$ cat src/rtl/cop_pkg.sv
// Types and constants shared by the option parser modules.
package cop_pkg;

   localparam int QUEUE_DEPTH = 4;
   localparam int QUEUE_PTR_W = $clog2(QUEUE_DEPTH);
   localparam int QUEUE_CNT_W = $clog2(QUEUE_DEPTH + 1);

   localparam logic [7:0]  MARKER_BYTE = 8'hFF;
   localparam logic [3:0]  NIBBLE_BAD  = 4'd15;
   localparam logic [3:0]  NIBBLE_EXT1 = 4'd13;
   localparam logic [3:0]  NIBBLE_EXT2 = 4'd14;
   localparam logic [15:0] EXT1_BIAS   = 16'd13;
   localparam logic [16:0] EXT2_BIAS   = 17'd269;

   typedef enum logic [2:0] {
      KIND_VALUE  = 3'd0,
      KIND_EMPTY  = 3'd1,
      KIND_MARKER = 3'd2,
      KIND_FORMAT = 3'd3,
      KIND_TRUNC  = 3'd4
   } kind_type;

   typedef enum logic [5:0] {
      PH_HEADER  = 6'b000001,
      PH_DEXT_HI = 6'b000010,
      PH_DEXT_LO = 6'b000100,
      PH_LEXT_HI = 6'b001000,
      PH_LEXT_LO = 6'b010000,
      PH_VALUE   = 6'b100000
   } phase_type;

   typedef struct packed {
      kind_type    kind;
      logic [15:0] option_number;
      logic [15:0] option_length;
      logic [7:0]  value_byte;
      logic [15:0] byte_index;
      logic        last_of_option;
   } res_type;

   typedef struct packed {
      logic    valid;
      res_type res;
   } push_type;

endpackage

$ cat src/rtl/cop_front.sv
// Option header parser: tracks delta/length decoding and produces result words.
module cop_front
   import cop_pkg::*;
(
   input  logic       clock,
   input  logic       reset,
   input  logic       accept,
   input  logic [7:0] data_byte,
   input  logic       start_of_options,
   input  logic       end_of_buffer,
   output push_type   push_a,
   output push_type   push_b
);

   phase_type   phase_ff, phase_in, phase_cur;
   logic [15:0] prev_number_ff, prev_number_in, prev_number_cur;
   logic [3:0]  delta_nibble_ff, delta_nibble_in, delta_nibble_cur;
   logic [3:0]  length_nibble_ff, length_nibble_in, length_nibble_cur;
   logic [7:0]  ext_high_ff, ext_high_in, ext_high_cur;
   logic [15:0] cur_length_ff, cur_length_in, cur_length_cur;
   logic [15:0] value_count_ff, value_count_in, value_count_cur;
   logic        stopped_ff, stopped_in, stopped_cur;

   logic        restart;
   logic [16:0] ext_sum;
   logic [15:0] short_sum;
   logic        delta_ok, len_ok;
   logic [15:0] delta_val, len_val;
   logic        prim_v, trunc_v, last_flag;
   res_type     prim, trunc;

   assign restart   = accept && start_of_options;
   assign ext_sum   = {1'b0, ext_high_cur, data_byte} + EXT2_BIAS;
   assign short_sum = {8'd0, data_byte} + EXT1_BIAS;

   always_comb begin
      phase_cur         = restart ? PH_HEADER : phase_ff;
      prev_number_cur   = restart ? 16'd0 : prev_number_ff;
      delta_nibble_cur  = restart ? 4'd0 : delta_nibble_ff;
      length_nibble_cur = restart ? 4'd0 : length_nibble_ff;
      ext_high_cur      = restart ? 8'd0 : ext_high_ff;
      cur_length_cur    = restart ? 16'd0 : cur_length_ff;
      value_count_cur   = restart ? 16'd0 : value_count_ff;
      stopped_cur       = restart ? 1'b0 : stopped_ff;

      phase_in         = phase_cur;
      prev_number_in   = prev_number_cur;
      delta_nibble_in  = delta_nibble_cur;
      length_nibble_in = length_nibble_cur;
      ext_high_in      = ext_high_cur;
      cur_length_in    = cur_length_cur;
      value_count_in   = value_count_cur;
      stopped_in       = stopped_cur;

      prim      = '0;
      trunc     = '0;
      prim_v    = 1'b0;
      trunc_v   = 1'b0;
      delta_ok  = 1'b0;
      delta_val = '0;
      len_ok    = 1'b0;
      len_val   = '0;
      last_flag = 1'b0;

      if (accept && !stopped_cur) begin
         case (phase_cur)
            PH_DEXT_HI: begin
               ext_high_in = data_byte;
               phase_in    = PH_DEXT_LO;
            end
            PH_DEXT_LO: begin
               delta_ok  = 1'b1;
               delta_val = (delta_nibble_cur == NIBBLE_EXT2) ? ext_sum[15:0] : short_sum;
            end
            PH_LEXT_HI: begin
               ext_high_in = data_byte;
               phase_in    = PH_LEXT_LO;
            end
            PH_LEXT_LO: begin
               if (length_nibble_cur == NIBBLE_EXT2) begin
                  if (ext_sum[16]) begin
                     // extended length beyond 16 bits
                     prim_v             = 1'b1;
                     prim.kind          = KIND_FORMAT;
                     prim.option_number = prev_number_cur;
                     stopped_in         = 1'b1;
                     phase_in           = PH_HEADER;
                  end else begin
                     len_ok  = 1'b1;
                     len_val = ext_sum[15:0];
                  end
               end else begin
                  len_ok  = 1'b1;
                  len_val = short_sum;
               end
            end
            PH_VALUE: begin
               last_flag           = (value_count_cur + 16'd1) == cur_length_cur;
               prim_v              = 1'b1;
               prim.kind           = KIND_VALUE;
               prim.option_number  = prev_number_cur;
               prim.option_length  = cur_length_cur;
               prim.value_byte     = data_byte;
               prim.byte_index     = value_count_cur;
               prim.last_of_option = last_flag;
               value_count_in      = value_count_cur + 16'd1;
               if (last_flag) begin
                  phase_in = PH_HEADER;
               end
            end
            default: begin
               cur_length_in = '0;
               if (data_byte == MARKER_BYTE) begin
                  prim_v             = 1'b1;
                  prim.kind          = KIND_MARKER;
                  prim.option_number = prev_number_cur;
                  stopped_in         = 1'b1;
                  phase_in           = PH_HEADER;
               end else begin
                  delta_nibble_in  = data_byte[7:4];
                  length_nibble_in = data_byte[3:0];
                  if (data_byte[7:4] == NIBBLE_BAD || data_byte[3:0] == NIBBLE_BAD) begin
                     prim_v             = 1'b1;
                     prim.kind          = KIND_FORMAT;
                     prim.option_number = prev_number_cur;
                     stopped_in         = 1'b1;
                     phase_in           = PH_HEADER;
                  end else if (data_byte[7:4] < NIBBLE_EXT1) begin
                     delta_ok  = 1'b1;
                     delta_val = {12'd0, data_byte[7:4]};
                  end else begin
                     phase_in = (data_byte[7:4] == NIBBLE_EXT2) ? PH_DEXT_HI : PH_DEXT_LO;
                  end
               end
            end
         endcase

         if (delta_ok) begin
            prev_number_in = prev_number_cur + delta_val;
            if (length_nibble_in < NIBBLE_EXT1) begin
               len_ok  = 1'b1;
               len_val = {12'd0, length_nibble_in};
            end else begin
               phase_in = (length_nibble_in == NIBBLE_EXT2) ? PH_LEXT_HI : PH_LEXT_LO;
            end
         end

         if (len_ok) begin
            cur_length_in  = len_val;
            value_count_in = '0;
            if (len_val == 16'd0) begin
               prim_v              = 1'b1;
               prim.kind           = KIND_EMPTY;
               prim.option_number  = prev_number_in;
               prim.last_of_option = 1'b1;
               phase_in            = PH_HEADER;
            end else begin
               phase_in = PH_VALUE;
            end
         end

         if (end_of_buffer && !stopped_in) begin
            trunc_v             = (phase_in != PH_HEADER);
            trunc.kind          = KIND_TRUNC;
            trunc.option_number = prev_number_in;
            trunc.option_length = cur_length_in;
            stopped_in          = 1'b1;
            phase_in            = PH_HEADER;
         end
      end
   end

   // compact: the truncation word takes slot a when the byte had no own result
   always_comb begin
      push_a.valid = prim_v || trunc_v;
      push_a.res   = prim_v ? prim : trunc;
      push_b.valid = prim_v && trunc_v;
      push_b.res   = trunc;
   end

   always_ff @(posedge clock) begin
      if (reset) begin
         phase_ff         <= PH_HEADER;
         prev_number_ff   <= '0;
         delta_nibble_ff  <= '0;
         length_nibble_ff <= '0;
         ext_high_ff      <= '0;
         cur_length_ff    <= '0;
         value_count_ff   <= '0;
         stopped_ff       <= 1'b0;
      end else if (accept) begin
         phase_ff         <= phase_in;
         prev_number_ff   <= prev_number_in;
         delta_nibble_ff  <= delta_nibble_in;
         length_nibble_ff <= length_nibble_in;
         ext_high_ff      <= ext_high_in;
         cur_length_ff    <= cur_length_in;
         value_count_ff   <= value_count_in;
         stopped_ff       <= stopped_in;
      end
   end

endmodule

$ cat src/rtl/cop_queue.sv
// Result queue: takes up to two words a cycle from the parser, hands out one.
module cop_queue
   import cop_pkg::*;
(
   input  logic     clock,
   input  logic     reset,
   input  push_type push_a,
   input  push_type push_b,
   output logic     space_ok,
   output logic     out_valid,
   input  logic     out_ready,
   output res_type  out_res
);

   res_type                 mem_ff [QUEUE_DEPTH];
   logic [QUEUE_PTR_W-1:0]  head_ff, head_in;
   logic [QUEUE_PTR_W-1:0]  tail_ff, tail_in;
   logic [QUEUE_CNT_W-1:0]  count_ff, count_in;
   logic [QUEUE_PTR_W-1:0]  tail_b;
   logic                    pop;
   logic [QUEUE_CNT_W-1:0]  n_push;

   // room for the worst case of two words from one byte
   assign space_ok  = count_ff <= QUEUE_CNT_W'(QUEUE_DEPTH - 2);
   assign out_valid = count_ff != '0;
   assign out_res   = mem_ff[head_ff];
   assign pop       = out_valid && out_ready;
   assign tail_b    = tail_ff + QUEUE_PTR_W'(push_a.valid);
   assign n_push    = QUEUE_CNT_W'(push_a.valid) + QUEUE_CNT_W'(push_b.valid);

   always_comb begin
      head_in  = head_ff + QUEUE_PTR_W'(pop);
      tail_in  = tail_ff + QUEUE_PTR_W'(n_push);
      count_in = count_ff + n_push - QUEUE_CNT_W'(pop);
   end

   always_ff @(posedge clock) begin
      if (push_a.valid) begin
         mem_ff[tail_ff] <= push_a.res;
      end
      if (push_b.valid) begin
         mem_ff[tail_b] <= push_b.res;
      end
   end

   always_ff @(posedge clock) begin
      if (reset) begin
         head_ff  <= '0;
         tail_ff  <= '0;
         count_ff <= '0;
      end else begin
         head_ff  <= head_in;
         tail_ff  <= tail_in;
         count_ff <= count_in;
      end
   end

endmodule

$ cat src/rtl/coap_option_parser_top.sv
// Top level of the CoAP option section parser with stream ports.
//
// Parses the option section one byte per cycle while req_tready is high: a
// byte accepted on the request side is decoded in the same cycle and its
// result words enter a four-word queue, so a word can be taken on the
// response side from the next cycle on. The output side drains one word a
// cycle while rsp_tready is high; a byte that gives a word of its own and
// also ends the buffer inside an option yields two words. req_tready drops
// while fewer than two queue slots are free. A byte with req_tuser set
// restarts parsing; after a marker, a format error or the buffer end, bytes
// give no words until such a restart.
module coap_option_parser_top
   import cop_pkg::*;
(
   input  logic        clock,
   input  logic        reset,
   input  logic        req_tvalid,
   output logic        req_tready,
   input  logic [7:0]  req_tdata,  // [7:0] data_byte
   input  logic        req_tuser,  // start_of_options
   input  logic        req_tlast,  // end_of_buffer
   output logic        rsp_tvalid,
   input  logic        rsp_tready,
   // [15:0] option_number, [31:16] option_length, [39:32] value_byte,
   // [55:40] byte_index
   output logic [55:0] rsp_tdata,
   output logic [2:0]  rsp_tuser,  // [2:0] kind
   output logic        rsp_tlast   // last_of_option
);

   push_type push_a, push_b;
   logic     space_ok;
   logic     accept;
   res_type  head;

   assign req_tready = space_ok;
   assign accept     = req_tvalid && space_ok;

   cop_front u_front (
      .clock            (clock),
      .reset            (reset),
      .accept           (accept),
      .data_byte        (req_tdata),
      .start_of_options (req_tuser),
      .end_of_buffer    (req_tlast),
      .push_a           (push_a),
      .push_b           (push_b)
   );

   cop_queue u_queue (
      .clock     (clock),
      .reset     (reset),
      .push_a    (push_a),
      .push_b    (push_b),
      .space_ok  (space_ok),
      .out_valid (rsp_tvalid),
      .out_ready (rsp_tready),
      .out_res   (head)
   );

   assign rsp_tdata = {head.byte_index, head.value_byte, head.option_length, head.option_number};
   assign rsp_tuser = head.kind;
   assign rsp_tlast = head.last_of_option;

endmodule
$ cat config.mk
export PLATFORM = sky130hd
export DESIGN_NAME = coap_option_parser_top
export DESIGN_NICKNAME = d
export VERILOG_FILES = /design/src/rtl/cop_pkg.sv /design/src/rtl/cop_front.sv /design/src/rtl/cop_queue.sv /design/src/rtl/coap_option_parser_top.sv
export SDC_FILE = /design/constraint.sdc
export NUM_CORES = 1
export LEC_CHECK = 0
export BUFFER_PORTS_ARGS = -buffer_cell sky130_fd_sc_hd__buf_2
export CORE_ASPECT_RATIO = 2
export CORE_MARGIN = 4
export CORE_UTILIZATION = 55
export DETAILED_ROUTE_END_ITERATION = 8
export PLACE_DENSITY = 0.72
export SYNTH_ARGS = -nofsm -noshare
export SYNTH_HDL_FRONTEND = slang
export SYNTH_HIERARCHICAL = 1
export SYNTH_SLANG_ARGS = --single-unit
export TNS_END_PERCENT = 20
$ cat constraint.sdc
create_clock -name clock -period 13.63 [get_ports clock]
set_clock_uncertainty 0.05 [all_clocks]
set_input_delay 0.6815 -clock clock [delete_from_list [all_inputs] [get_ports clock]]
set_output_delay 0.6815 -clock clock [all_outputs]
set_load 0.05 [all_outputs]
==> metrics.log <==
[metrics] number of instances in the synthesized netlist: ~1,600
[metrics] setup TNS after final layout: 0 ns
[metrics] core area: 33,500 um^2
[metrics] first-pass GRT wire length: ~80,000 um
[metrics] CP Capture Type: register
[metrics] leftover overflow at the end of global routing: 0
[metrics] adder-cell share of the synthesized area: 0.0203
[metrics] sw frac: 0.363
[metrics] Resized Gates After CTS: 0
[metrics] antenna violations before repair: 1
[metrics] count of flip-flops with a built-in enable after synthesis: 240
[metrics] Antenna Violating Nets Remaining: 0
[metrics] minimum setup slack among reg-to-reg paths: 6.58 ns
[metrics] XOR/XNOR Fraction of Synth Area: 0.0211
[metrics] final-report hold violation count: 0
[metrics] dominant combinational cell family by area after synthesis: multiplexers
[metrics] Max-Cap Viols: 0
[metrics] leakage dissipation: around 7.3 nW
[metrics] # clock sinks: between 300 and 400
[metrics] Max Clock Freq: 0.142 GHz
[metrics] average cell area after synthesis: 11.5 um^2
[metrics] max-slew headroom at the worst pin: 0.293
[metrics] post-detail-place hpwl: about 36,000 um
[metrics] Net Sw Power: roughly 1.1 mW
[metrics] compound-cell area share of the yosys netlist: 0.100
[metrics] routability cong.: 0.974
[metrics] maximum vdd drop: 0.000140 V
[metrics] Max Transition Viols Final: 0
[metrics] post-synthesis mux area share: 0.226
[metrics] clock tree root driver cell: clkbuf_16
[metrics] effective utilization at floorplan: 0.556
[metrics] setup bufs post-CTS: 0
[metrics] fraction of power consumed by the clock network: 0.285
[metrics] class of the most critical hold timing path: reg -> reg
[metrics] standard-cell row count: 95
[metrics] number of warnings issued by yosys: 6
[metrics] dominant register cell in the synthesized netlist: edfxtp_1
[metrics] transition at the pin with the smallest max-transition slack: 1.06 ns
[metrics] number of global-route vias before repair: between 10,000 and 15,000
[metrics] smallest hold slack: ~0.43 ns
[metrics] routed len/inst: 25.2 um
[metrics] total vias in the final route: around 13,000
[metrics] cell taking the most area after synthesis: edfxtp_1
[metrics] Final Power: roughly 3.0 mW
[metrics] result of the run: finished, final reports clean
[metrics] Synth cell types: 80
[metrics] total power per unit cell area: roughly 150 nW/um^2
[metrics] final layout net count: about 1,700
[metrics] CTS H-tree depth: 1
[metrics] first-pass detailed-route iteration total: 6
[metrics] die boundary height: around 270 um
[metrics] post-layout minimum cycle time: around 7.0 ns
[metrics] Fillers: 2,806
[metrics] clock tree from TritonCTS: yes
[metrics] clock latency at the later pin of the worst-skew pair: 0.56 ns
[metrics] internal power contribution: approximately 1.9 mW
[metrics] violation count after the first detailed-route iteration: about 1,000
[metrics] DRC violations left: 0
[metrics] cts bufs inserted: 28
[metrics] ranking of synthesized cells by area: edfxtp_1, mux2_2, dfxtp_1
[metrics] CP startpoint kind: register
[metrics] DR vias/cell: about 6.3
[metrics] last element of the critical path: u_queue/mem_ff[0][31]
[metrics] FFs w/ async S/R, synth: 0
[metrics] Critical Path AT: between 7 and 8 ns
[metrics] sequential share of power: 0.395
[metrics] r2r worst-path depth: 19
[metrics] source of the worst register-to-register timing path: u_queue/count_ff[0]
[metrics] area growth from synthesis to layout: 7.97%
[metrics] die boundary width: 138 um
[metrics] summed instance area of the synthesized netlist: ~19,000 um^2
[metrics] Global Route Usage Sum: 0.278
[metrics] ratio of final minimum period to clock period: 0.517
[metrics] worst path required time: roughly 14 ns
[metrics] share of Yosys cell area claimed by the top area cell type: 0.386
[metrics] Longest Clk Path Bufs: 3
[metrics] share of cells above drive strength 1: 0.253
[metrics] Reg-to-Reg End: u_queue/mem_ff[0][31]
[metrics] source of the critical timing path: u_queue/count_ff[0]
[metrics] post-detailed-routing wire length: 52,600 um
[metrics] number of buffer cells added on primary ports: 75
[metrics] Crit Path Max Fanout: 61
[metrics] Hold Path Stages: 2
[metrics] sequential cell area fraction in the yosys report: 0.470
[metrics] simple-gate share of the synthesized area: 0.116
[metrics] clock transition at the registers of the reported paths: 0.07 ns
[metrics] post-synthesis register bit count: approximately 320
[metrics] combinational fraction of design power: 0.320
[metrics] Setup Viol. Count Final: 0
[metrics] maximum number of pins on one net before global-route repair: 75
[metrics] number of placed I/O pins: 76
[metrics] setup repair after global routing missed its margin: no
[metrics] total of hold buffers inserted after clock tree synthesis: 0
[metrics] Die ar.: ~37,000 um^2
[metrics] utilization after layout: 0.601
[metrics] class of the most critical setup path: reg -> reg
cells in the final DEF (no fill, tap or decap), types with 49 or more instances in the layout:
cell,count
edfxtp_1,240
mux2_2,182
nor2_1,173
nand2_1,104
a21oi_1,89
dfxtp_1,76
buf_2,75
mux4_2,60
mux2_1,59
o21ai_0,49
worst min-delay path by stage:
stage | from | to | slack (ns)
after CTS | req_tlast | u_front/stopped_ff | 0.40
after global placement | u_front/prev_number_ff[2] | u_front/prev_number_ff[2] | 0.41
final | u_front/prev_number_ff[2] | u_front/prev_number_ff[2] | 0.43
after detailed placement | u_front/prev_number_ff[2] | u_front/prev_number_ff[2] | 0.42
after floorplan | u_front/prev_number_ff[0] | u_front/prev_number_ff[0] | 0.40
after global routing | u_front/prev_number_ff[2] | u_front/prev_number_ff[2] | 0.47
worst max-delay path, stage by stage, from the launching register on:
cell and delay, ns:
dfxtp_1 0.36, a21oi_1 0.09, and2_1 0.29, nand2_1 0.12, buf_4 0.55, nand4_1 0.56, nor2_1 0.27, xnor2_1 0.17
nor4bb_1 0.62, o21ai_0 0.27, a2111oi_4 0.36, buf_4 0.25, nor3_1 0.12, nor2_1 0.25, ha_1 0.21, xnor2_1 0.31
nand3b_1 0.14, buf_4 0.45, o21ai_4 0.46, buf_4 0.64
kinds of logic (layout without fill, tap and decap cells):
| logic type | after synthesis | count (layout) |
|---|---|---|
| other cells | 1 | 28 |
| buf+inv | 175 | 183 |
| xor+xnor | 45 | 45 |
| simple gates | 449 | 449 |
| compound gates | 283 | 283 |
| fa+ha+maj | 29 | 29 |
| flops | 318 | 318 |
| mux | 315 | 315 |
power by group through the flow:
stage	Clock, mW	Sequential (mW)	Combinational, mW
5_1_grt	0.896	1.18	1.00
4_1_cts	0.860	1.18	0.958
6_report	0.846	1.17	0.952
3_3_place_gp	0	1.19	0.949
3_5_place_dp	0	1.20	0.955
2_1_floorplan	0	1.17	0.749
area by class of cell:
class / instances / area, um^2 / area share
inverters: 37 / 139 / 0.00690
multi-input cells: 1148 / 9200 / 0.457
clock buffers: 33 / 741 / 0.0368
well taps: 436 / 546 / 0.0271
flip-flops and latches: 318 / 8770 / 0.436
clock inverters: 19 / 223 / 0.0111
repair buffers: 94 / 518 / 0.0257
diodes: 1 / 2.50 / 0.000124
per-layer routing:
metal,vias up,track usage,part of all wire
met5,-,0,0
met4,0,0.172,0.070
met3,158,0.0252,0.036
met2,458,0.542,0.56
met1,6550,0.284,0.34
li1,6026,-,-
cells in the mapped netlist (21+ instances only):
cell type  count
a21oi_1       89
buf_4         28
a211oi_1      21
clkbuf_1      54
buf_2         43
inv_1         37
o21ai_0       51
and2_1        37
nor2_1       175
xnor2_1       30
edfxtp_1     240
ha_1          27
mux4_2        60
nand2_1      104
dfxtp_1       78
mux2_1        59
mux2_2       182
nand3_1       23
registers in the layout, indices dropped and copies added (netlist names):
| name | flops |
|---|---|
| u_front/cur_length_ff | 16 |
| u_front/value_count_ff | 16 |
| u_queue/head_ff | 2 |
| u_front/delta_nibble_ff | 4 |
| u_queue/tail_ff | 2 |
| u_queue/mem_ff | 240 |
| u_front/prev_number_ff | 16 |
| u_queue/count_ff | 3 |
| u_front/ext_high_ff | 8 |
| u_front/phase_ff | 6 |
| u_front/stopped_ff | 1 |
| u_front/length_nibble_ff | 4 |
per-stage QoR:
| step | cell area (um^2) | std cells | setup slack [ns] |
|---|---|---|---|
| floorplan | 18700 | 1641 | 5.27 |
| global placement | 19200 | 2033 | 6.48 |
| detailed placement | 19200 | 2033 | 6.42 |
| CTS | 20100 | 2085 | 6.74 |
| global route | 20100 | 2086 | 6.33 |
| finish | 20100 | 2086 | 6.58 |
Note: power is estimated with default switching activity, not from simulation.
